--- config.mk ---
export PLATFORM = sky130hd
export DESIGN_NAME = bank_copy_address_generator
export DESIGN_NICKNAME = d
export VERILOG_FILES = /design/src/rtl/core/bca_pkg.sv /design/src/rtl/core/bca_front.sv /design/src/rtl/core/bca_div.sv /design/src/rtl/core/bca_back.sv /design/src/rtl/core/bank_copy_address_generator.sv
export SDC_FILE = /design/constraint.sdc
export NUM_CORES = 1
export LEC_CHECK = 0
export BUFFER_PORTS_ARGS = -buffer_cell sky130_fd_sc_hd__buf_4
export CORE_MARGIN = 5
export CORE_UTILIZATION = 57
export CTS_CLUSTER_SIZE = 8
export DETAILED_ROUTE_END_ITERATION = 12
export PLACE_DENSITY = 0.76
export SLEW_MARGIN = 20
export SYNTH_ARGS = -nofsm -noshare
export SYNTH_HDL_FRONTEND = slang
export SYNTH_HIERARCHICAL = 1
export SYNTH_SLANG_ARGS = --single-unit
--- constraint.sdc ---
create_clock -name clk -period 5.7 [get_ports clk]
set_input_delay 1.14 -clock clk [delete_from_list [all_inputs] [get_ports clk]]
set_output_delay 1.14 -clock clk [all_outputs]
set_load 0.02 [all_outputs]
--- src/rtl/core/bca_pkg.sv ---
// ----------------------------------------------------------------------------
// bca_pkg
// Shared types and constants for the bank copy address generator.
// ----------------------------------------------------------------------------
`default_nettype none

package bca_pkg;

  localparam int ROWS_W      = 12;
  localparam int GROUPS_W    = 8;
  localparam int SGRP_W      = 4;
  localparam int ADDR_W      = 16;
  localparam int MASK_W      = 8;
  localparam int BANK_ID_W   = 7;
  localparam int BYTES_W     = 9;
  localparam int BGRP_W      = 5;
  localparam int INPAR_W     = 7;
  localparam int OUTPAR_W    = 9;
  localparam int DIV_W       = 9;
  localparam int QDEPTH      = 2;
  localparam int CFG_IDX_W   = 2;
  localparam int CFG_DATA_W  = 9;
  localparam int BANKS_PER_GROUP_DEF = 8;

  localparam logic [BGRP_W-1:0]   BANK_GROUPS_RST  = BGRP_W'(4);
  localparam logic [INPAR_W-1:0]  IN_PARALLEL_RST  = INPAR_W'(16);
  localparam logic [OUTPAR_W-1:0] OUT_PARALLEL_RST = OUTPAR_W'(32);

  typedef enum logic [CFG_IDX_W-1:0] {
    CFG_BANK_GROUPS,
    CFG_IN_PARALLEL,
    CFG_OUT_PARALLEL
  } cfg_index_t;

  typedef struct packed {
    logic                action;
    logic [ROWS_W-1:0]   row_count;
    logic [GROUPS_W-1:0] channel_groups;
    logic [SGRP_W-1:0]   source_group;
    logic [ADDR_W-1:0]   source_base;
    logic [ADDR_W-1:0]   dest_base;
    logic [MASK_W-1:0]   bank_mask;
  } item_t;

  typedef struct packed {
    logic                 transfer_valid;
    logic                 bad_request;
    logic [BANK_ID_W-1:0] src_bank;
    logic [ADDR_W-1:0]    src_addr;
    logic [BANK_ID_W-1:0] dst_bank;
    logic [ADDR_W-1:0]    dst_addr;
    logic [BYTES_W-1:0]   byte_count;
    logic                 last_transfer;
  } result_t;

  typedef struct packed {
    logic [BGRP_W-1:0]   bank_groups;
    logic [INPAR_W-1:0]  in_parallel;
    logic [OUTPAR_W-1:0] out_parallel;
  } cfg_t;

  typedef enum logic [1:0] {
    QK_START,
    QK_REJECT,
    QK_STEP
  } qkind_t;

  typedef struct packed {
    qkind_t              kind;
    logic [ROWS_W-1:0]   row_count;
    logic [GROUPS_W-1:0] channel_groups;
    logic [SGRP_W-1:0]   source_group;
    logic [ADDR_W-1:0]   source_base;
    logic [ADDR_W-1:0]   dest_base;
    logic [MASK_W-1:0]   bank_mask;
  } qitem_t;

  typedef struct packed {
    logic             start;
    logic [DIV_W-1:0] dividend;
    logic [DIV_W-1:0] divisor;
  } div_req_t;

  typedef struct packed {
    logic             done;
    logic [DIV_W-1:0] quotient;
    logic [DIV_W-1:0] remainder;
  } div_rsp_t;

  typedef enum logic [1:0] {
    BK_RUN,
    BK_DIV_SCALE,
    BK_DIV_GROUP
  } back_state_t;

endpackage

`default_nettype wire

--- src/rtl/core/bca_front.sv ---
// ----------------------------------------------------------------------------
// bca_front
// Accepts items, classifies them as start, rejected start or step, and
// holds them in a short queue for the back end.
// ----------------------------------------------------------------------------
`default_nettype none

module bca_front import bca_pkg::*; (
  input  wire logic   clk,
  input  wire logic   rst,
  input  wire cfg_t   cfg,
  input  wire logic   item_valid,
  output logic        item_ready,
  input  wire item_t  item,
  output logic        head_valid,
  output qitem_t      head,
  input  wire logic   pop
);

  localparam int PTR_W  = (QDEPTH > 1) ? $clog2(QDEPTH) : 1;
  localparam int FILL_W = $clog2(QDEPTH + 1);

  qitem_t              slots [QDEPTH];
  logic [PTR_W-1:0]    wr_ptr;
  logic [PTR_W-1:0]    rd_ptr;
  logic [FILL_W-1:0]   fill;
  qitem_t              entry;
  logic                reject;
  logic                push;
  logic                take;

  function automatic logic [PTR_W-1:0] ptr_inc(input logic [PTR_W-1:0] p);
    return (p == PTR_W'(QDEPTH - 1)) ? '0 : p + PTR_W'(1);
  endfunction

  always_comb begin
    reject = ({1'b0, item.source_group} >= cfg.bank_groups) ||
             (cfg.out_parallel < OUTPAR_W'(cfg.in_parallel)) ||
             (cfg.in_parallel == '0);
    entry.row_count      = item.row_count;
    entry.channel_groups = item.channel_groups;
    entry.source_group   = item.source_group;
    entry.source_base    = item.source_base;
    entry.dest_base      = item.dest_base;
    entry.bank_mask      = item.bank_mask;
    if (item.action) begin
      entry.kind = QK_STEP;
    end else if (reject) begin
      entry.kind = QK_REJECT;
    end else begin
      entry.kind = QK_START;
    end
  end

  assign item_ready = (fill != FILL_W'(QDEPTH));
  assign push       = item_valid && item_ready;
  assign head_valid = (fill != '0);
  assign head       = slots[rd_ptr];
  assign take       = pop && head_valid;

  always_ff @(posedge clk) begin
    if (rst) begin
      wr_ptr <= '0;
      rd_ptr <= '0;
      fill   <= '0;
    end else begin
      if (push) begin
        wr_ptr <= ptr_inc(wr_ptr);
      end
      if (take) begin
        rd_ptr <= ptr_inc(rd_ptr);
      end
      if (push && !take) begin
        fill <= fill + FILL_W'(1);
      end else if (take && !push) begin
        fill <= fill - FILL_W'(1);
      end
    end
  end

  always_ff @(posedge clk) begin
    if (push) begin
      slots[wr_ptr] <= entry;
    end
  end

endmodule

`default_nettype wire

--- src/rtl/core/bca_div.sv ---
// ----------------------------------------------------------------------------
// bca_div
// Radix-2 restoring divider, one quotient bit per cycle.
// ----------------------------------------------------------------------------
`default_nettype none

module bca_div import bca_pkg::*; (
  input  wire logic     clk,
  input  wire logic     rst,
  input  wire div_req_t req,
  output div_rsp_t      rsp
);

  localparam int CNT_W = $clog2(DIV_W + 1);

  logic               running;
  logic               done;
  logic [CNT_W-1:0]   cnt;
  logic [DIV_W-1:0]   rem;
  logic [DIV_W-1:0]   quo;
  logic [DIV_W-1:0]   dvsr;
  logic [DIV_W:0]     shifted;
  logic [DIV_W:0]     diff;

  assign shifted = {rem, quo[DIV_W-1]};
  assign diff    = shifted - {1'b0, dvsr};

  always_ff @(posedge clk) begin
    if (rst) begin
      running <= 1'b0;
      done    <= 1'b0;
    end else begin
      done <= running && (cnt == CNT_W'(1));
      if (req.start) begin
        running <= 1'b1;
      end else if (running && (cnt == CNT_W'(1))) begin
        running <= 1'b0;
      end
    end
  end

  always_ff @(posedge clk) begin
    if (req.start) begin
      rem  <= '0;
      quo  <= req.dividend;
      dvsr <= req.divisor;
      cnt  <= CNT_W'(DIV_W);
    end else if (running) begin
      cnt <= cnt - CNT_W'(1);
      if (!diff[DIV_W]) begin
        rem <= diff[DIV_W-1:0];
        quo <= {quo[DIV_W-2:0], 1'b1};
      end else begin
        rem <= shifted[DIV_W-1:0];
        quo <= {quo[DIV_W-2:0], 1'b0};
      end
    end
  end

  assign rsp.done      = done;
  assign rsp.quotient  = quo;
  assign rsp.remainder = rem;

endmodule

`default_nettype wire

--- src/rtl/core/bca_back.sv ---
// ----------------------------------------------------------------------------
// bca_back
// Runs queued items: loads an instruction through the divider, then walks
// bank, row and channel group counters, one result per step (a transfer when busy).
// ----------------------------------------------------------------------------
`default_nettype none

module bca_back import bca_pkg::*; #(
  parameter int BANKS_PER_GROUP = BANKS_PER_GROUP_DEF
) (
  input  wire logic     clk,
  input  wire logic     rst,
  input  wire cfg_t     cfg,
  input  wire logic     head_valid,
  input  wire qitem_t   head,
  output logic          pop,
  output div_req_t      div_req,
  input  wire div_rsp_t div_rsp,
  output logic          result_valid,
  input  wire logic     result_ready,
  output result_t       result
);

  localparam int BW = (BANKS_PER_GROUP > 1) ? $clog2(BANKS_PER_GROUP) : 1;

  back_state_t          state, state_next;
  logic                 busy, busy_next;
  logic                 result_valid_next;
  result_t              result_next;

  logic [MASK_W-1:0]    mask, mask_next;
  logic [ROWS_W-1:0]    rows, rows_next;
  logic [GROUPS_W-1:0]  groups, groups_next;
  logic [SGRP_W-1:0]    grp, grp_next;
  logic [ADDR_W-1:0]    src_base, src_base_next;
  logic [ADDR_W-1:0]    dst_base, dst_base_next;
  logic [DIV_W-1:0]     scale, scale_next;
  logic [GROUPS_W-1:0]  count, count_next;
  logic [BYTES_W-1:0]   rem_bytes, rem_bytes_next;
  logic [BW-1:0]        bank, bank_next;
  logic [ROWS_W-1:0]    row, row_next;
  logic [GROUPS_W-1:0]  gidx, gidx_next;
  logic [ADDR_W-1:0]    src_row, src_row_next;
  logic [ADDR_W-1:0]    src_addr, src_addr_next;
  logic [ADDR_W-1:0]    dst_addr, dst_addr_next;

  logic                 can_emit;
  logic                 last_group;
  logic                 last_row;
  logic [BW:0]          bank_inc;
  logic [BW:0]          nb;
  logic [BW:0]          fb;
  logic [BANK_ID_W-1:0] dgrp;
  logic [ADDR_W-1:0]    row_step;

  // {found, index} of the lowest enabled bank at or above from
  function automatic logic [BW:0] first_bank(input logic [MASK_W-1:0] m,
                                             input logic [BW:0] from);
    logic [BW:0] res;
    res = '0;
    for (int i = BANKS_PER_GROUP - 1; i >= 0; i--) begin
      if (m[i] && (i >= int'(from))) begin
        res = {1'b1, BW'(i)};
      end
    end
    return res;
  endfunction

  always_comb begin
    state_next        = state;
    busy_next         = busy;
    result_valid_next = result_valid && !result_ready;
    result_next       = result;
    mask_next         = mask;
    rows_next         = rows;
    groups_next       = groups;
    grp_next          = grp;
    src_base_next     = src_base;
    dst_base_next     = dst_base;
    scale_next        = scale;
    count_next        = count;
    rem_bytes_next    = rem_bytes;
    bank_next         = bank;
    row_next          = row;
    gidx_next         = gidx;
    src_row_next      = src_row;
    src_addr_next     = src_addr;
    dst_addr_next     = dst_addr;
    pop               = 1'b0;
    div_req           = '0;

    can_emit   = !result_valid || result_ready;
    last_group = ({1'b0, gidx} + 9'd1) == {1'b0, count};
    last_row   = ({1'b0, row} + 13'd1) == {1'b0, rows};
    bank_inc   = {1'b0, bank} + {{BW{1'b0}}, 1'b1};
    nb         = first_bank(mask, bank_inc);
    fb         = first_bank(mask, '0);
    dgrp       = BANK_ID_W'(cfg.bank_groups) - BANK_ID_W'(1);
    row_step   = src_row + ADDR_W'(groups);

    unique case (state)
      BK_RUN: begin
        if (head_valid) begin
          unique case (head.kind)
            QK_REJECT: begin
              if (can_emit) begin
                pop                     = 1'b1;
                busy_next               = 1'b0;
                result_valid_next       = 1'b1;
                result_next             = '0;
                result_next.bad_request = 1'b1;
              end
            end
            QK_START: begin
              pop              = 1'b1;
              busy_next        = 1'b0;
              mask_next        = head.bank_mask;
              rows_next        = head.row_count;
              groups_next      = head.channel_groups;
              grp_next         = head.source_group;
              src_base_next    = head.source_base;
              dst_base_next    = head.dest_base;
              div_req.start    = 1'b1;
              div_req.dividend = DIV_W'(cfg.out_parallel);
              div_req.divisor  = DIV_W'(cfg.in_parallel);
              state_next       = BK_DIV_SCALE;
            end
            QK_STEP: begin
              if (can_emit) begin
                pop               = 1'b1;
                result_valid_next = 1'b1;
                result_next       = '0;
                if (busy) begin
                  result_next.transfer_valid = 1'b1;
                  result_next.src_bank = BANK_ID_W'(grp * BANKS_PER_GROUP) +
                                         BANK_ID_W'(bank);
                  result_next.src_addr = src_addr;
                  result_next.dst_bank = BANK_ID_W'(dgrp * BANKS_PER_GROUP) +
                                         BANK_ID_W'(bank);
                  result_next.dst_addr = dst_addr;
                  result_next.byte_count = last_group ? rem_bytes : cfg.out_parallel;
                  if (!last_group) begin
                    gidx_next     = gidx + GROUPS_W'(1);
                    src_addr_next = src_addr + ADDR_W'(scale);
                    dst_addr_next = dst_addr + ADDR_W'(1);
                  end else if (!last_row) begin
                    gidx_next     = '0;
                    row_next      = row + ROWS_W'(1);
                    src_row_next  = row_step;
                    src_addr_next = row_step;
                    dst_addr_next = dst_addr + ADDR_W'(1);
                  end else begin
                    gidx_next     = '0;
                    row_next      = '0;
                    src_row_next  = src_base;
                    src_addr_next = src_base;
                    dst_addr_next = dst_base;
                    if (nb[BW]) begin
                      bank_next = nb[BW-1:0];
                    end else begin
                      bank_next                 = '0;
                      busy_next                 = 1'b0;
                      result_next.last_transfer = 1'b1;
                    end
                  end
                end
              end
            end
            default: begin
            end
          endcase
        end
      end
      BK_DIV_SCALE: begin
        if (div_rsp.done) begin
          scale_next       = div_rsp.quotient;
          div_req.start    = 1'b1;
          div_req.dividend = DIV_W'(groups);
          div_req.divisor  = div_rsp.quotient;
          state_next       = BK_DIV_GROUP;
        end
      end
      BK_DIV_GROUP: begin
        if (div_rsp.done) begin
          count_next     = GROUPS_W'(div_rsp.quotient) +
                           GROUPS_W'(div_rsp.remainder != '0);
          rem_bytes_next = (div_rsp.remainder != '0) ?
                           BYTES_W'(cfg.in_parallel * div_rsp.remainder) :
                           cfg.out_parallel;
          bank_next      = fb[BW-1:0];
          busy_next      = fb[BW] && (rows != '0) && (count_next != '0);
          row_next       = '0;
          gidx_next      = '0;
          src_row_next   = src_base;
          src_addr_next  = src_base;
          dst_addr_next  = dst_base;
          state_next     = BK_RUN;
        end
      end
      default: begin
        state_next = BK_RUN;
      end
    endcase
  end

  always_ff @(posedge clk) begin
    if (rst) begin
      state        <= BK_RUN;
      busy         <= 1'b0;
      result_valid <= 1'b0;
    end else begin
      state        <= state_next;
      busy         <= busy_next;
      result_valid <= result_valid_next;
    end
  end

  always_ff @(posedge clk) begin
    result    <= result_next;
    mask      <= mask_next;
    rows      <= rows_next;
    groups    <= groups_next;
    grp       <= grp_next;
    src_base  <= src_base_next;
    dst_base  <= dst_base_next;
    scale     <= scale_next;
    count     <= count_next;
    rem_bytes <= rem_bytes_next;
    bank      <= bank_next;
    row       <= row_next;
    gidx      <= gidx_next;
    src_row   <= src_row_next;
    src_addr  <= src_addr_next;
    dst_addr  <= dst_addr_next;
  end

endmodule

`default_nettype wire

--- src/rtl/core/bank_copy_address_generator.sv ---
// Step beat: result passes through the input queue and the output register;
// one step per cycle sustained while results are taken and no start is in the divider.
// Start beat: two passes through the shared radix-2 divider driven by the back end;
// a rejected start answers through the input queue and the output register.
// Reset: config returns to 4/16/32, queue empties, no instruction active.
// ----------------------------------------------------------------------------
// bank_copy_address_generator
// Generates bank-to-bank transfer commands for a copy instruction.
// ----------------------------------------------------------------------------
`default_nettype none

module bank_copy_address_generator import bca_pkg::*; #(
  parameter int BANKS_PER_GROUP = BANKS_PER_GROUP_DEF
) (
  input  wire logic                  clk,
  input  wire logic                  rst,
  input  wire logic                  cfg_valid,
  output logic                       cfg_ready,
  input  wire logic [CFG_IDX_W-1:0]  cfg_index,
  input  wire logic [CFG_DATA_W-1:0] cfg_data,
  input  wire logic                  item_valid,
  output logic                       item_ready,
  input  wire item_t                 item,
  output logic                       result_valid,
  input  wire logic                  result_ready,
  output result_t                    result
);

  cfg_t     cfg;
  logic     head_valid;
  qitem_t   head;
  logic     pop;
  div_req_t div_req;
  div_rsp_t div_rsp;

  assign cfg_ready = 1'b1;

  always_ff @(posedge clk) begin
    if (rst) begin
      cfg.bank_groups  <= BANK_GROUPS_RST;
      cfg.in_parallel  <= IN_PARALLEL_RST;
      cfg.out_parallel <= OUT_PARALLEL_RST;
    end else if (cfg_valid && cfg_ready) begin
      unique case (cfg_index)
        CFG_BANK_GROUPS:  cfg.bank_groups  <= cfg_data[BGRP_W-1:0];
        CFG_IN_PARALLEL:  cfg.in_parallel  <= cfg_data[INPAR_W-1:0];
        CFG_OUT_PARALLEL: cfg.out_parallel <= cfg_data[OUTPAR_W-1:0];
        default: begin
        end
      endcase
    end
  end

  bca_front u_front (
    .clk        (clk),
    .rst        (rst),
    .cfg        (cfg),
    .item_valid (item_valid),
    .item_ready (item_ready),
    .item       (item),
    .head_valid (head_valid),
    .head       (head),
    .pop        (pop)
  );

  bca_div u_div (
    .clk (clk),
    .rst (rst),
    .req (div_req),
    .rsp (div_rsp)
  );

  bca_back #(
    .BANKS_PER_GROUP (BANKS_PER_GROUP)
  ) u_back (
    .clk          (clk),
    .rst          (rst),
    .cfg          (cfg),
    .head_valid   (head_valid),
    .head         (head),
    .pop          (pop),
    .div_req      (div_req),
    .div_rsp      (div_rsp),
    .result_valid (result_valid),
    .result_ready (result_ready),
    .result       (result)
  );

  a_pop_has_head: assert property (@(posedge clk) disable iff (rst)
    pop |-> head_valid)
    else $error("back end popped an empty queue");

  a_bad_is_bare: assert property (@(posedge clk) disable iff (rst)
    result_valid && result.bad_request |->
      !result.transfer_valid && !result.last_transfer && (result.byte_count == '0))
    else $error("rejected start carries transfer fields");

  a_last_is_transfer: assert property (@(posedge clk) disable iff (rst)
    result_valid && result.last_transfer |-> result.transfer_valid)
    else $error("last flag without a transfer");

endmodule

`default_nettype wire

==> report_table.html, run 1 <==
<table>
<tr><th>Metric</th><th>Value</th></tr>
<tr><th colspan="2">Synth</th></tr>
<tr><td>Cell type with the highest aggregate area in the netlist</td><td>edfxtp_1</td></tr>
<tr><td>Synthesized instance count</td><td>around 1.6k</td></tr>
<tr><td>Simple-Gate Fraction of Synth Area</td><td>0.123</td></tr>
<tr><td>Multiplexer share of the synthesized area</td><td>0.0700</td></tr>
<tr><td>Compound-gate portion of the synthesized area</td><td>0.0868</td></tr>
<tr><td>Avg Inst Size Synth</td><td>between 10 and 15 µm²</td></tr>
<tr><td>Number of register bits inferred by synthesis</td><td>~400</td></tr>
<tr><td>Count of cell types in the netlist</td><td>90</td></tr>
<tr><td>Leading cell types by total area after synthesis</td><td>edfxtp_1, mux2_2, dfxtp_1, ha_1, xnor2_1</td></tr>
<tr><td>Number of enable-type register cells in the synthesized netlist</td><td>366</td></tr>
<tr><td>Cell area after technology mapping</td><td>between 0.02 and 0.025 mm²</td></tr>
<tr><td>Synthesized netlist net count</td><td>roughly 1.8k</td></tr>
<tr><td>Ranking of synthesized cells by instance count</td><td>edfxtp_1, nor2_1, mux2_2, nand2_1, inv_1</td></tr>
<tr><td>Most frequent cell after synthesis</td><td>edfxtp_1</td></tr>
<tr><td>Dominant combinational cell family by area after synthesis</td><td>simple AND/OR/NAND/NOR gates</td></tr>
<tr><td>Primary flip-flop cell chosen by synthesis mapping</td><td>edfxtp_1</td></tr>
<tr><td>Fraction of synthesized cell area taken by the top area cell type</td><td>0.541</td></tr>
<tr><td>Async set-or-reset flop fraction in the synthesized netlist</td><td>0</td></tr>
<tr><td>Adder-cell share of the synthesized area</td><td>0.0616</td></tr>
<tr><td>Xor/xnor cell area share of the yosys netlist</td><td>0.0419</td></tr>
<tr><td>Sequential element share of the synthesized area</td><td>0.586</td></tr>
<tr><td>Syn. warnings</td><td>6</td></tr>
<tr><th colspan="2">Clock tree</th></tr>
<tr><td>Number of clock sinks seen by CTS</td><td>about 410</td></tr>
<tr><td>Clock tree from TritonCTS</td><td>yes</td></tr>
<tr><td>Number of buffers inserted for hold repair after clock tree synthesis</td><td>0</td></tr>
<tr><td>Bufs on Longest Clock Path</td><td>3</td></tr>
<tr><td>Number of clock buffers inserted by TritonCTS</td><td>57</td></tr>
<tr><td>Post-CTS Repair Setup Buffers</td><td>0</td></tr>
<tr><td>Skew-Pair Late Insertion Delay</td><td>approximately 0.59 ns</td></tr>
<tr><td>Clock transition at the registers of the reported paths</td><td>~0.05 ns</td></tr>
<tr><td>Number of gates resized after CTS</td><td>0</td></tr>
<tr><td>Clock root cell</td><td>clkbuf_16</td></tr>
<tr><td>H-tree level count</td><td>2</td></tr>
<tr><th colspan="2">Floorplanning</th></tr>
<tr><td>DIE AREA</td><td>0.0395 mm²</td></tr>
<tr><td>Die height</td><td>199 µm</td></tr>
<tr><td>FP Rows</td><td>slightly below 70</td></tr>
<tr><td>Initial core utilization</td><td>0.573</td></tr>
<tr><td># IOs</td><td>between 100 and 150</td></tr>
<tr><td>Horiz. Die Dim</td><td>roughly 200 µm</td></tr>
<tr><td>Standard cell core area</td><td>between 0.03 and 0.04 mm²</td></tr>
<tr><th colspan="2">Placement</th></tr>
<tr><td>Final weighted congestion in routability-driven placement</td><td>around 0.90</td></tr>
<tr><td>IO buf count</td><td>140</td></tr>
<tr><td>Detailed Place HPWL</td><td>31.4 mm</td></tr>
<tr><td>Pre-CTS WS</td><td>approximately 1.6 ns</td></tr>
<tr><th colspan="2">Power</th></tr>
<tr><td>Overall Power</td><td>0.00960 W</td></tr>
<tr><td>Power per cell area</td><td>around 410 mW/mm²</td></tr>
<tr><td>VDD IR-drop max</td><td>0.532 mV</td></tr>
<tr><td>Total leakage power</td><td>a little under 9 nW</td></tr>
<tr><th colspan="2">Critical path</th></tr>
<tr><td>Critical setup path kind</td><td>flip-flop to flip-flop</td></tr>
<tr><td>Category of the worst setup path launch point</td><td>flip-flop</td></tr>
<tr><td>Nature of the critical path endpoint</td><td>flip-flop</td></tr>
<tr><td>Maximum fanout encountered on the critical timing path</td><td>11</td></tr>
<tr><td>Arrival time worst endpoint</td><td>between 4 and 5 ns</td></tr>
<tr><td>Critical Path RT</td><td>around 6.0 ns</td></tr>
<tr><th colspan="2">Routing</th></tr>
<tr><td>Wire length on met1</td><td>20.6 mm</td></tr>
<tr><td>Routed wire length per instance</td><td>20.5 µm</td></tr>
<tr><td>Via count</td><td>about 13k</td></tr>
<tr><td>Detailed-router iteration count before antenna repair</td><td>5</td></tr>
<tr><td>Count of nets left with antenna violations after detail routing</td><td>0</td></tr>
<tr><td>Via-per-instance ratio</td><td>a little under 6</td></tr>
<tr><td>WL met2</td><td>around 21 mm</td></tr>
<tr><td>Post-detailed-routing wire length</td><td>~46 mm</td></tr>
<tr><td>Max Used Layer</td><td>met5</td></tr>
<tr><td>Drc violations</td><td>0</td></tr>
<tr><td>Length of routed met3 wiring</td><td>a little over 3 mm</td></tr>
<tr><td>Number of design-rule violations left by the first detailed-router iteration</td><td>between 1k and 1.5k</td></tr>
<tr><th colspan="2">Status</th></tr>
<tr><td>Outcome</td><td>complete, no violations</td></tr>
<tr><th colspan="2">STA</th></tr>
<tr><td>Number of failing setup endpoints in the final timing report</td><td>0</td></tr>
<tr><td>Final Hold Vio Count</td><td>0</td></tr>
<tr><td>Final setup slack of the worst path</td><td>around 1.6 ns</td></tr>
<tr><td>Number of slew-limit violations in the final report</td><td>0</td></tr>
<tr><td>Worst hold slack across all endpoints</td><td>about 0.47 ns</td></tr>
<tr><td>FMAX</td><td>between 200 and 250 MHz</td></tr>
<tr><td>Worst-Margin Slew</td><td>between 1 and 1.5 ns</td></tr>
<tr><td>Worst clock skew</td><td>0.0187 ns</td></tr>
<tr><td>Final worst path period need</td><td>between 4 and 5 ns</td></tr>
<tr><td>Setup TNS</td><td>0 ns</td></tr>
<tr><td>Remaining max-slew budget at the tightest pin</td><td>0.207</td></tr>
<tr><td>RSZ-0062 raised after global routing</td><td>no</td></tr>
<tr><td>Share of the clock period used by the worst path</td><td>0.719</td></tr>
<tr><th colspan="2">Final layout</th></tr>
<tr><td>P&amp;R area growth vs syn</td><td>14.9%</td></tr>
<tr><td>Count of inserted antenna diode cells</td><td>0</td></tr>
<tr><td>Layout cell share with drive strength beyond 1</td><td>0.198</td></tr>
<tr><td>Final net count</td><td>between 1.5k and 2k</td></tr>
<tr><th colspan="2">GRT</th></tr>
<tr><td>Global-route wire length before repair</td><td>~70 mm</td></tr>
<tr><td>Global Route Usage Sum</td><td>0.229</td></tr>
<tr><td>Global route overflow</td><td>0</td></tr>
<tr><td>Number of antenna violations at the first check in global routing</td><td>1</td></tr>
<tr><td>Vias in the first global route</td><td>13.0k</td></tr>
<tr><td>Maximum number of pins on one net before global-route repair</td><td>65</td></tr>
<tr><th colspan="2">Run</th></tr>
<tr><td>Maximum Capacitance Violations</td><td>0</td></tr>
<tr><th colspan="2">Min path</th></tr>
<tr><td>Class of the tightest hold or removal check</td><td>flip-flop to flip-flop</td></tr>
</table>
-- cell type report --
class / count / area (µm²)
Multi-Input combinational cell: 1044 / 7810
Tap cell: 461 / 577
Timing Repair Buffer: 155 / 1160
Sequential cell: 411 / 11900
Fill cell: 2603 / 12100
Inverter: 74 / 278
Clock inverter: 2 / 36.3
Clock buffer: 81 / 1560
-- critical path, cell delays in order (launching register included) --
cell      delay (ns)
dfxtp_1         0.54
nand2_1         0.14
fa_1            0.53
fa_1            0.55
inv_1           0.05
fa_1            0.52
inv_1           0.05
fa_1            0.53
inv_1           0.04
ha_1            0.30
inv_1           0.09
o21bai_1        0.08
a21oi_1         0.18
xnor2_1         0.14
a21oi_1         0.09
-- flip-flops by register name, indices dropped and copies added (netlist names), 4 cells and up, named ones only --
| name | flops |
|---|---|
| u_back/groups | 8 |
| u_back/scale | 9 |
| u_back/count | 8 |
| cfg | 21 |
| u_div/dvsr | 9 |
| u_back/gidx | 8 |
| u_div/cnt | 4 |
| u_back/src_row | 16 |
| u_div/quo | 9 |
| u_back/rows | 12 |
| u_back/dst_base | 16 |
| u_back/dst_addr | 16 |
| u_back/rem_bytes | 9 |
| u_front/slots | 132 |
| u_back/result | 55 |
| u_back/grp | 4 |
| u_back/src_base | 16 |
| u_div/rem | 9 |
| u_back/src_addr | 16 |
| u_back/row | 12 |
| u_back/mask | 8 |
-- metrics by stage --
step | std cells | utilization | area [µm²]
after global routing | 2228 | 0.659 | 23300
after CTS | 2228 | 0.659 | 23300
after floorplan | 1594 | - | 20300
final | 2228 | 0.659 | 23300
after detailed placement | 2145 | 0.614 | 21700
after global placement | 2145 | 0.613 | 21700
-- layer usage --
layer  track usage  vias to the layer above
met5             0                        -
met4        0.0496                        2
met3        0.0413                       59
met2         0.362                      468
met1         0.337                     6418
li1              -                     6191
-- logic make-up (layout without fill, tap and decap cells) --
group,Yosys count,count (layout)
simple gates,475,475
flops,411,411
compound gates,254,254
buf+inv,139,312
mux,129,129
xor+xnor,97,97
fa+ha+maj,88,88
other cells,1,1
-- power by group --
group          internal [W]  total [W]  leakage [nW]  switching (W)
logic              0.000911    0.00226          4.23        0.00135
registers           0.00396    0.00429          3.75       0.000333
clock network       0.00186    0.00304         0.770        0.00118
total               0.00673    0.00960          8.75        0.00287
-- cell usage in the layout (no fill, tap or decap), types with 8 or more instances in the layout --
cell	count
o211ai_1	9
nor2b_1	14
mux2i_1	29
nand2_1	91
mux2_2	96
nand2b_1	43
or2_2	8
nor2_1	109
xor2_1	39
inv_1	74
nor3_1	22
clkbuf_16	59
buf_4	155
clkbuf_1	22
and3_1	45
nand3_1	41
nor4_1	12
a211oi_1	8
o21ai_0	37
fa_1	20
a21oi_1	70
o22ai_1	9
a21o_1	11
edfxtp_1	366
and2_1	31
xnor2_1	58
o21a_1	10
nand4_1	11
dfxtp_1	44
ha_1	68
a22o_1	18
-- path summary, 6_finish.rpt --
| kind | from | cells past startpoint | slack, ns | endpoint |
|---|---|---|---|---|
| setup reg to reg | u_div/rem[0]$_SDFFE_PP0P_ | 14 | 1.60 | u_back/rem_bytes[8]$_DFFE_PP_ |
| hold / removal | u_div/quo[8]$_DFFE_PP_ | 0 | 0.47 | u_back/scale[8]$_DFFE_PP_ |
| hold reg to reg | u_div/quo[8]$_DFFE_PP_ | 0 | 0.47 | u_back/scale[8]$_DFFE_PP_ |
| setup / recovery | u_div/rem[0]$_SDFFE_PP0P_ | 14 | 1.60 | u_back/rem_bytes[8]$_DFFE_PP_ |
No activity file was read; power rests on OpenSTA's default activity.
==> inputs of run 2 (changes only) <==
- clock period: 5.7 -> 4.25 ns (I/O delays scaled with it)
==> run 2 against run 1 <==
  * Cell count is 1.5% higher
  * Clock power increased by 36%
  * Routed wire length fell by 2.5%
  * Sequential share of layout area down 0.49 points
  * Global-route usage decreased by 0.43 points
  * Final area increased by 0.97%
  * Worst setup slack lost 1.4 ns
  * Maximum frequency increased by 2.2%
  * Via count up 1.2%
==> report_table.html, run 2 (synthesized netlist as in run 1, its figures left out) <==
<table>
<tr><th>Metric</th><th>Value</th></tr>
<tr><th colspan="2">Critical path</th></tr>
<tr><td>Launching element of the worst setup path</td><td>cfg[14]$_SDFFE_PP0P_</td></tr>
<tr><td>Start of the worst register-to-register path</td><td>cfg[14]$_SDFFE_PP0P_</td></tr>
<tr><td>Buf/Inv on CP</td><td>4</td></tr>
<tr><td>Critical Path RT</td><td>roughly 4.6 ns</td></tr>
<tr><td>End of the worst register-to-register path</td><td>u_back/rem_bytes[8]$_DFFE_PP_</td></tr>
<tr><td>Arrival time worst endpoint</td><td>4.34 ns</td></tr>
<tr><td>Max stage delay on crit path</td><td>about 0.56 ns</td></tr>
<tr><td>Internal reg-to-reg setup slack</td><td>around 0.24 ns</td></tr>
<tr><td>Termination of the worst setup path</td><td>u_back/rem_bytes[8]$_DFFE_PP_</td></tr>
<tr><td>Reg2reg path depth</td><td>14</td></tr>
<tr><td>Critical setup path kind</td><td>flip-flop to flip-flop</td></tr>
<tr><td>Nature of the critical path endpoint</td><td>flip-flop</td></tr>
<tr><td>Top cell family by delay on the critical path</td><td>adder cells</td></tr>
<tr><td>Category of the worst setup path launch point</td><td>flip-flop</td></tr>
<tr><td>Maximum fanout encountered on the critical timing path</td><td>8</td></tr>
<tr><td>Logic depth of the worst path, buffers included</td><td>14</td></tr>
<tr><td>Chain of cells forming the critical path</td><td>nand2_1 -&gt; fa_1 -&gt; fa_1 -&gt; inv_1 -&gt; fa_1 -&gt; inv_1 -&gt; fa_1 -&gt; inv_1 -&gt; ha_1 -&gt; inv_1 -&gt; o21bai_1 -&gt; a21oi_1 -&gt; xnor2_1 -&gt; a21oi_1</td></tr>
<tr><td>Slowest stage cell on the critical path</td><td>fa_1</td></tr>
<tr><th colspan="2">Status</th></tr>
<tr><td>Outcome</td><td>complete, no violations</td></tr>
<tr><th colspan="2">Final layout</th></tr>
<tr><td>Count of inserted antenna diode cells</td><td>0</td></tr>
<tr><td>Fillers</td><td>roughly 2.6k</td></tr>
<tr><td>Top library cells by usage in the layout, fill and taps aside</td><td>edfxtp_1, buf_4, nor2_1</td></tr>
<tr><td>Layout cell share with drive strength beyond 1</td><td>0.206</td></tr>
<tr><td>Top Registers</td><td>u_front/slots (132), u_back/result (55), cfg (21)</td></tr>
<tr><td>Flip-flop count of the largest register after layout</td><td>around 130</td></tr>
<tr><td>P&amp;R area growth vs syn</td><td>16.0%</td></tr>
<tr><td>Largest reg by FF count</td><td>u_front/slots</td></tr>
<tr><td>Final net count</td><td>just under 2k</td></tr>
<tr><td>Most common library cell in the layout ignoring fill and taps</td><td>edfxtp_1</td></tr>
<tr><th colspan="2">Clock tree</th></tr>
<tr><td>Post-CTS Repair Setup Buffers</td><td>0</td></tr>
<tr><td>Number of buffers inserted for hold repair after clock tree synthesis</td><td>0</td></tr>
<tr><td>Skew-Pair Late Insertion Delay</td><td>between 0.5 and 0.6 ns</td></tr>
<tr><td>Number of clock sinks seen by CTS</td><td>411</td></tr>
<tr><td>Bufs on Longest Clock Path</td><td>3</td></tr>
<tr><td>Clock root cell</td><td>clkbuf_16</td></tr>
<tr><td>H-tree level count</td><td>2</td></tr>
<tr><td>Number of gates resized after CTS</td><td>0</td></tr>
<tr><td>Number of clock buffers inserted by TritonCTS</td><td>57</td></tr>
<tr><td>Clock transition at the registers of the reported paths</td><td>approximately 0.05 ns</td></tr>
<tr><td>Clock tree from TritonCTS</td><td>yes</td></tr>
<tr><th colspan="2">Routing</th></tr>
<tr><td>Length of routed met3 wiring</td><td>3.14 mm</td></tr>
<tr><td>Routed wire length per instance</td><td>19.7 µm</td></tr>
<tr><td>Post-detailed-routing wire length</td><td>44.6 mm</td></tr>
<tr><td>Drc violations</td><td>0</td></tr>
<tr><td>Wire length on met1</td><td>20.0 mm</td></tr>
<tr><td>Max Used Layer</td><td>met4</td></tr>
<tr><td>Count of nets left with antenna violations after detail routing</td><td>0</td></tr>
<tr><td>WL met2</td><td>roughly 20 mm</td></tr>
<tr><td>Number of design-rule violations left by the first detailed-router iteration</td><td>roughly 1.2k</td></tr>
<tr><td>Via-per-instance ratio</td><td>around 5.9</td></tr>
<tr><td>Via count</td><td>around 13k</td></tr>
<tr><td>Detailed-router iteration count before antenna repair</td><td>5</td></tr>
<tr><th colspan="2">GRT</th></tr>
<tr><td>Global Route Usage Sum</td><td>0.225</td></tr>
<tr><td>Number of antenna violations at the first check in global routing</td><td>1</td></tr>
<tr><td>Global-route wire length before repair</td><td>approximately 71 mm</td></tr>
<tr><td>Vias in the first global route</td><td>13.0k</td></tr>
<tr><td>Maximum number of pins on one net before global-route repair</td><td>82</td></tr>
<tr><td>Global route overflow</td><td>0</td></tr>
<tr><th colspan="2">STA</th></tr>
<tr><td>Remaining max-slew budget at the tightest pin</td><td>0.271</td></tr>
<tr><td>Final Hold Vio Count</td><td>0</td></tr>
<tr><td>Worst-Margin Slew</td><td>around 1.1 ns</td></tr>
<tr><td>RSZ-0062 raised after global routing</td><td>no</td></tr>
<tr><td>Worst clock skew</td><td>~0.016 ns</td></tr>
<tr><td>Number of slew-limit violations in the final report</td><td>0</td></tr>
<tr><td>Setup TNS</td><td>0 ns</td></tr>
<tr><td>Number of failing setup endpoints in the final timing report</td><td>0</td></tr>
<tr><td>Final worst path period need</td><td>~4.0 ns</td></tr>
<tr><td>Share of the clock period used by the worst path</td><td>0.944</td></tr>
<tr><td>FMAX</td><td>249 MHz</td></tr>
<tr><td>Final setup slack of the worst path</td><td>0.237 ns</td></tr>
<tr><th colspan="2">Power</th></tr>
<tr><td>Part of the total power dissipated in sequential elements</td><td>0.439</td></tr>
<tr><td>Internal power summed over all cells</td><td>roughly 0.0091 W</td></tr>
<tr><td>Total leakage power</td><td>8.87 nW</td></tr>
<tr><td>Share of power burned in the clock network</td><td>0.320</td></tr>
<tr><td>Power spent charging and discharging nets</td><td>roughly 0.0038 W</td></tr>
<tr><td>Power per cell area</td><td>about 550 mW/mm²</td></tr>
<tr><td>Fraction of power consumed by combinational cells</td><td>0.241</td></tr>
<tr><td>Switching portion of total power</td><td>0.296</td></tr>
<tr><td>VDD IR-drop max</td><td>0.501 mV</td></tr>
<tr><th colspan="2">Floorplanning</th></tr>
<tr><td>Initial core utilization</td><td>0.573</td></tr>
<tr><td>Die height</td><td>199 µm</td></tr>
<tr><td>FP Rows</td><td>69</td></tr>
<tr><td># IOs</td><td>approximately 140</td></tr>
<tr><td>Horiz. Die Dim</td><td>between 150 and 200 µm</td></tr>
<tr><td>DIE AREA</td><td>0.0395 mm²</td></tr>
<tr><td>Standard cell core area</td><td>~0.035 mm²</td></tr>
<tr><th colspan="2">Placement</th></tr>
<tr><td>Pre-CTS WS</td><td>about 0.24 ns</td></tr>
<tr><td>Detailed Place HPWL</td><td>roughly 31 mm</td></tr>
<tr><td>IO buf count</td><td>between 100 and 150</td></tr>
<tr><td>Final weighted congestion in routability-driven placement</td><td>a little under 0.9</td></tr>
<tr><th colspan="2">Run</th></tr>
<tr><td>Maximum Capacitance Violations</td><td>0</td></tr>
<tr><th colspan="2">Min path</th></tr>
<tr><td>Class of the tightest hold or removal check</td><td>input port to flip-flop</td></tr>
</table>
## run 2: cell count changes in the layout (fill, tap and decap cells not counted), sizes merged
cell    previous run  this run
clkbuf            81        94
buf              155       175
## run 2: cell type report
type / instances / area (µm²) / area share
clock inverter: 2 / 38.8 / 0.00165
sequential: 411 / 11900 / 0.505
timing repair buffer: 175 / 1340 / 0.0569
multi-input combinational: 1044 / 7810 / 0.332
tap: 461 / 577 / 0.0245
clock buffer: 94 / 1610 / 0.0683
inverter: 74 / 278 / 0.0118
## run 2: power groups by stage
stage | combinational [W] | clock (W) | sequential, W
2_1_floorplan | 0.00196 | 0 | 0.00584
3_3_place_gp | 0.00304 | 0 | 0.00574
3_5_place_dp | 0.00312 | 0 | 0.00577
4_1_cts | 0.00313 | 0.00423 | 0.00570
5_1_grt | 0.00341 | 0.00443 | 0.00575
6_report | 0.00312 | 0.00414 | 0.00570
## run 2: metrics by stage
stage	cells	util	hold WS, ns	cell area [µm²]	total power, W
after CTS	2261	0.665	0.425	23500	0.0131
after detailed placement	2165	0.618	0.479	21900	0.00889
final	2261	0.665	0.457	23500	0.0130
after floorplan	1594	-	0.441	20300	0.00780
after global routing	2261	0.665	0.436	23500	0.0136
after global placement	2165	0.618	0.469	21900	0.00879
## run 2: worst min path at each step
stage	start	to	slack, ns	depth (start not counted)
2_1_floorplan	u_div/quo[8]$_DFFE_PP_	u_back/scale[8]$_DFFE_PP_	0.44	0
3_3_place_gp	cfg[20]$_SDFFE_PP0P_	cfg[20]$_SDFFE_PP0P_	0.47	2
3_5_place_dp	cfg[20]$_SDFFE_PP0P_	cfg[20]$_SDFFE_PP0P_	0.48	2
4_1_cts	item[10]	u_front/slots[1][10]$_DFFE_PP_	0.42	1
5_1_grt	item[52]	u_front/slots[0][52]$_DFFE_PP_	0.44	1
6_report	item[10]	u_front/slots[1][10]$_DFFE_PP_	0.46	1
## run 2: layer usage
layer	track usage	vias up
li1	-	6254
met4	0.0648	0
met3	0.0398	89
met1	0.331	6470
met5	0	-
met2	0.347	484
==> inputs of run 3 (changes only) <==
- SYNTH_HIERARCHICAL: 1 -> unset
==> run 3 against run 2 <==
  * Critical path depth did not move
  * Worst setup slack better by 0.0046 ns
  * Hold slack improved by 0.0014 ns
  * Final area is 3.8% lower
  * Highest routed layer unchanged
==> report_table.html, run 3 <==
<table>
<tr><th>Metric</th><th>Value</th></tr>
<tr><th colspan="2">Status</th></tr>
<tr><td>Outcome</td><td>complete, no violations</td></tr>
<tr><th colspan="2">Critical path</th></tr>
<tr><td>Reg2reg path depth</td><td>14</td></tr>
<tr><td>Termination of the worst setup path</td><td>u_back.rem_bytes[8]$_DFFE_PP_</td></tr>
<tr><td>Nature of the critical path endpoint</td><td>flip-flop</td></tr>
<tr><td>Category of the worst setup path launch point</td><td>flip-flop</td></tr>
<tr><td>Arrival time worst endpoint</td><td>roughly 4.3 ns</td></tr>
<tr><td>End of the worst register-to-register path</td><td>u_back.rem_bytes[8]$_DFFE_PP_</td></tr>
<tr><td>Maximum fanout encountered on the critical timing path</td><td>7</td></tr>
<tr><td>Critical setup path kind</td><td>flip-flop to flip-flop</td></tr>
<tr><td>Internal reg-to-reg setup slack</td><td>~0.24 ns</td></tr>
<tr><td>Start of the worst register-to-register path</td><td>cfg[15]$_SDFFE_PP0P_</td></tr>
<tr><td>Launching element of the worst setup path</td><td>cfg[15]$_SDFFE_PP0P_</td></tr>
<tr><td>Critical Path RT</td><td>around 4.5 ns</td></tr>
<tr><th colspan="2">Routing</th></tr>
<tr><td>Detailed-router iteration count before antenna repair</td><td>6</td></tr>
<tr><td>Via-per-instance ratio</td><td>slightly below 6</td></tr>
<tr><td>Count of nets left with antenna violations after detail routing</td><td>0</td></tr>
<tr><td>Number of design-rule violations left by the first detailed-router iteration</td><td>around 1.2k</td></tr>
<tr><td>Post-detailed-routing wire length</td><td>42.9 mm</td></tr>
<tr><td>Drc violations</td><td>0</td></tr>
<tr><td>Routed wire length per instance</td><td>between 15 and 20 µm</td></tr>
<tr><td>Via count</td><td>about 13k</td></tr>
<tr><th colspan="2">Final layout</th></tr>
<tr><td>Top Registers</td><td>u_front.slots (132), u_back.result (55), cfg (21)</td></tr>
<tr><td>P&amp;R area growth vs syn</td><td>16.0%</td></tr>
<tr><td>Post-layout utilization of the core</td><td>0.672</td></tr>
<tr><td>Final net count</td><td>roughly 1.9k</td></tr>
<tr><td>Layout cell share with drive strength beyond 1</td><td>0.190</td></tr>
<tr><td>Top library cells by usage in the layout, fill and taps aside</td><td>edfxtp_1, buf_4, nor2_1</td></tr>
<tr><td>Count of inserted antenna diode cells</td><td>0</td></tr>
<tr><td>Largest reg by FF count</td><td>u_front.slots</td></tr>
<tr><td>Fillers</td><td>~2.4k</td></tr>
<tr><td>Multi-input gate area in the final layout</td><td>0.00714 mm²</td></tr>
<tr><td>Flip-flop count of the largest register after layout</td><td>~130</td></tr>
<tr><td>FF+latch area</td><td>~0.012 mm²</td></tr>
<tr><td>Most common library cell in the layout ignoring fill and taps</td><td>edfxtp_1</td></tr>
<tr><th colspan="2">Synth</th></tr>
<tr><td>Cell type with the highest aggregate area in the netlist</td><td>edfxtp_1</td></tr>
<tr><td>Syn. warnings</td><td>0</td></tr>
<tr><td>Primary flip-flop cell chosen by synthesis mapping</td><td>edfxtp_1</td></tr>
<tr><td>Synthesized netlist net count</td><td>1704</td></tr>
<tr><td>Number of enable-type register cells in the synthesized netlist</td><td>between 300 and 400</td></tr>
<tr><td>Async set-or-reset flop fraction in the synthesized netlist</td><td>0</td></tr>
<tr><td>Avg Inst Size Synth</td><td>12.7 µm²</td></tr>
<tr><td>Number of register bits inferred by synthesis</td><td>around 410</td></tr>
<tr><td>Cell area after technology mapping</td><td>between 0.015 and 0.02 mm²</td></tr>
<tr><td>Sequential element share of the synthesized area</td><td>0.609</td></tr>
<tr><td>Fraction of synthesized cell area taken by the top area cell type</td><td>0.563</td></tr>
<tr><td>Ranking of synthesized cells by instance count</td><td>edfxtp_1, nor2_1, nand2_1, mux2_2, xnor2_1</td></tr>
<tr><td>Count of cell types in the netlist</td><td>74</td></tr>
<tr><td>Synthesized instance count</td><td>1535</td></tr>
<tr><td>Leading cell types by total area after synthesis</td><td>edfxtp_1, dfxtp_1, mux2_2, ha_1, xnor2_1</td></tr>
<tr><td>Most frequent cell after synthesis</td><td>edfxtp_1</td></tr>
<tr><th colspan="2">Floorplanning</th></tr>
<tr><td>Standard cell core area</td><td>~0.034 mm²</td></tr>
<tr><td># IOs</td><td>approximately 140</td></tr>
<tr><td>Initial core utilization</td><td>0.580</td></tr>
<tr><td>DIE AREA</td><td>~0.038 mm²</td></tr>
<tr><td>Die height</td><td>195 µm</td></tr>
<tr><td>FP Rows</td><td>between 60 and 70</td></tr>
<tr><td>Horiz. Die Dim</td><td>195 µm</td></tr>
<tr><th colspan="2">Clock tree</th></tr>
<tr><td>Clock tree from TritonCTS</td><td>yes</td></tr>
<tr><td>Bufs on Longest Clock Path</td><td>3</td></tr>
<tr><td>Clock root cell</td><td>clkbuf_16</td></tr>
<tr><td>Number of clock buffers inserted by TritonCTS</td><td>57</td></tr>
<tr><td>Skew-Pair Late Insertion Delay</td><td>between 0.5 and 0.6 ns</td></tr>
<tr><td>Number of clock sinks seen by CTS</td><td>~410</td></tr>
<tr><td>Clock transition at the registers of the reported paths</td><td>approximately 0.05 ns</td></tr>
<tr><td>H-tree level count</td><td>2</td></tr>
<tr><th colspan="2">STA</th></tr>
<tr><td>RSZ-0062 raised after global routing</td><td>no</td></tr>
<tr><td>Final setup slack of the worst path</td><td>~0.24 ns</td></tr>
<tr><td>Share of the clock period used by the worst path</td><td>0.943</td></tr>
<tr><td>Worst clock skew</td><td>about 0.028 ns</td></tr>
<tr><td>Remaining max-slew budget at the tightest pin</td><td>0.264</td></tr>
<tr><td>Number of failing setup endpoints in the final timing report</td><td>0</td></tr>
<tr><td>Worst hold slack across all endpoints</td><td>between 0.4 and 0.5 ns</td></tr>
<tr><td>Final Hold Vio Count</td><td>0</td></tr>
<tr><td>Setup TNS</td><td>0 ns</td></tr>
<tr><td>FMAX</td><td>250 MHz</td></tr>
<tr><td>Worst-Margin Slew</td><td>1.10 ns</td></tr>
<tr><td>Final worst path period need</td><td>about 4 ns</td></tr>
<tr><td>Number of slew-limit violations in the final report</td><td>0</td></tr>
<tr><th colspan="2">GRT</th></tr>
<tr><td>Global route overflow</td><td>0</td></tr>
<tr><td>Global-route wire length before repair</td><td>68.1 mm</td></tr>
<tr><td>Vias in the first global route</td><td>about 12k</td></tr>
<tr><td>Number of antenna violations at the first check in global routing</td><td>0</td></tr>
<tr><td>Global Route Usage Sum</td><td>0.222</td></tr>
<tr><td>Maximum number of pins on one net before global-route repair</td><td>67</td></tr>
<tr><th colspan="2">Placement</th></tr>
<tr><td>IO buf count</td><td>140</td></tr>
<tr><td>Final weighted congestion in routability-driven placement</td><td>approximately 0.89</td></tr>
<tr><td>Pre-CTS WS</td><td>about 0.24 ns</td></tr>
<tr><td>Detailed Place HPWL</td><td>29.3 mm</td></tr>
<tr><th colspan="2">Power</th></tr>
<tr><td>Total leakage power</td><td>about 8.6 nW</td></tr>
<tr><td>VDD IR-drop max</td><td>~0.41 mV</td></tr>
<tr><td>Power per cell area</td><td>slightly below 600 mW/mm²</td></tr>
<tr><th colspan="2">Min path</th></tr>
<tr><td>Class of the tightest hold or removal check</td><td>input port to flip-flop</td></tr>
<tr><th colspan="2">Run</th></tr>
<tr><td>Maximum Capacitance Violations</td><td>0</td></tr>
</table>
## run 3: cell count changes after synthesis, sizes merged, moves of 15 or more
cell    before  now
a21oi       72   57
buf         34   19
clkbuf      31   47
mux2       100   79
nand2       93  114
nand2b      43   19
nor2       111  135
o21ai       38   63
## run 3: repair_timing
action	4_1_cts	5_1_grt
buffers inserted	0	0
gates resized for setup	0	1
endpoints found under the setup margin	0	1
hold buffers	0	0
## run 3: metal layers
| metal | track usage | part of all wire |
|---|---|---|
| met1 | 0.322 | 0.44 |
| met2 | 0.349 | 0.46 |
| met3 | 0.0427 | 0.075 |
| met4 | 0.0603 | 0.020 |
| met5 | 0 | 0 |
## run 3: cell families after synthesis
| kind of cell | after synthesis | share of synthesized area |
|---|---|---|
| fa+ha+maj | 88 | 0.0640 |
| other cells | 1 | 0.000192 |
| simple gates | 447 | 0.110 |
| xor+xnor | 111 | 0.0505 |
| flops | 411 | 0.609 |
| mux | 113 | 0.0630 |
| buf+inv | 134 | 0.0279 |
| compound gates | 230 | 0.0762 |
## run 3: worst min-delay path by stage
| stage | endpoint | slack (ns) | cells past startpoint | startpoint |
|---|---|---|---|---|
| floorplan | u_div.cnt[3]$_SDFFE_PP1P_ | 0.46 | 2 | u_div.cnt[3]$_SDFFE_PP1P_ |
| global placement | cfg[20]$_SDFFE_PP0P_ | 0.47 | 2 | cfg[20]$_SDFFE_PP0P_ |
| detailed placement | u_div.cnt[3]$_SDFFE_PP1P_ | 0.48 | 2 | u_div.cnt[3]$_SDFFE_PP1P_ |
| CTS | u_front.slots[1][31]$_DFFE_PP_ | 0.42 | 1 | item[31] |
| global route | u_front.slots[1][31]$_DFFE_PP_ | 0.43 | 1 | item[31] |
| finish | u_front.slots[1][31]$_DFFE_PP_ | 0.46 | 1 | item[31] |
## run 3: final cells by class
class,instances,share of cell area
clock inverter,4,0.00315
inverter,68,0.0113
timing repair buffer,166,0.0550
multi-input combinational,990,0.315
clock buffer,74,0.0658
sequential,411,0.525
tap,448,0.0247
## run 3: critical path, cell delays in order (launching register included)
cell	delay (ns)
dfxtp_1	0.47
nand2_1	0.13
fa_1	0.52
fa_1	0.55
inv_1	0.06
fa_1	0.52
inv_1	0.05
fa_1	0.52
inv_1	0.04
ha_1	0.30
inv_1	0.09
o21bai_1	0.08
a21oi_1	0.18
xnor2_1	0.14
a21oi_1	0.09
## run 3: report_power, final
| group | total (W) | internal [W] | switching [W] |
|---|---|---|---|
| sequential | 0.00577 | 0.00537 | 0.000402 |
| clock | 0.00404 | 0.00246 | 0.00158 |
| combinational | 0.00324 | 0.00133 | 0.00192 |
## run 3: metrics by stage
| stage | area (µm²) | cells | total power [W] |
|---|---|---|---|
| 4_1_cts | 22600 | 2161 | 0.0132 |
| 3_3_place_gp | 21100 | 2083 | 0.00897 |
| 6_report | 22700 | 2161 | 0.0131 |
| 5_1_grt | 22700 | 2161 | 0.0137 |
| 2_1_floorplan | 19500 | 1535 | 0.00798 |
| 3_5_place_dp | 21100 | 2083 | 0.00908 |
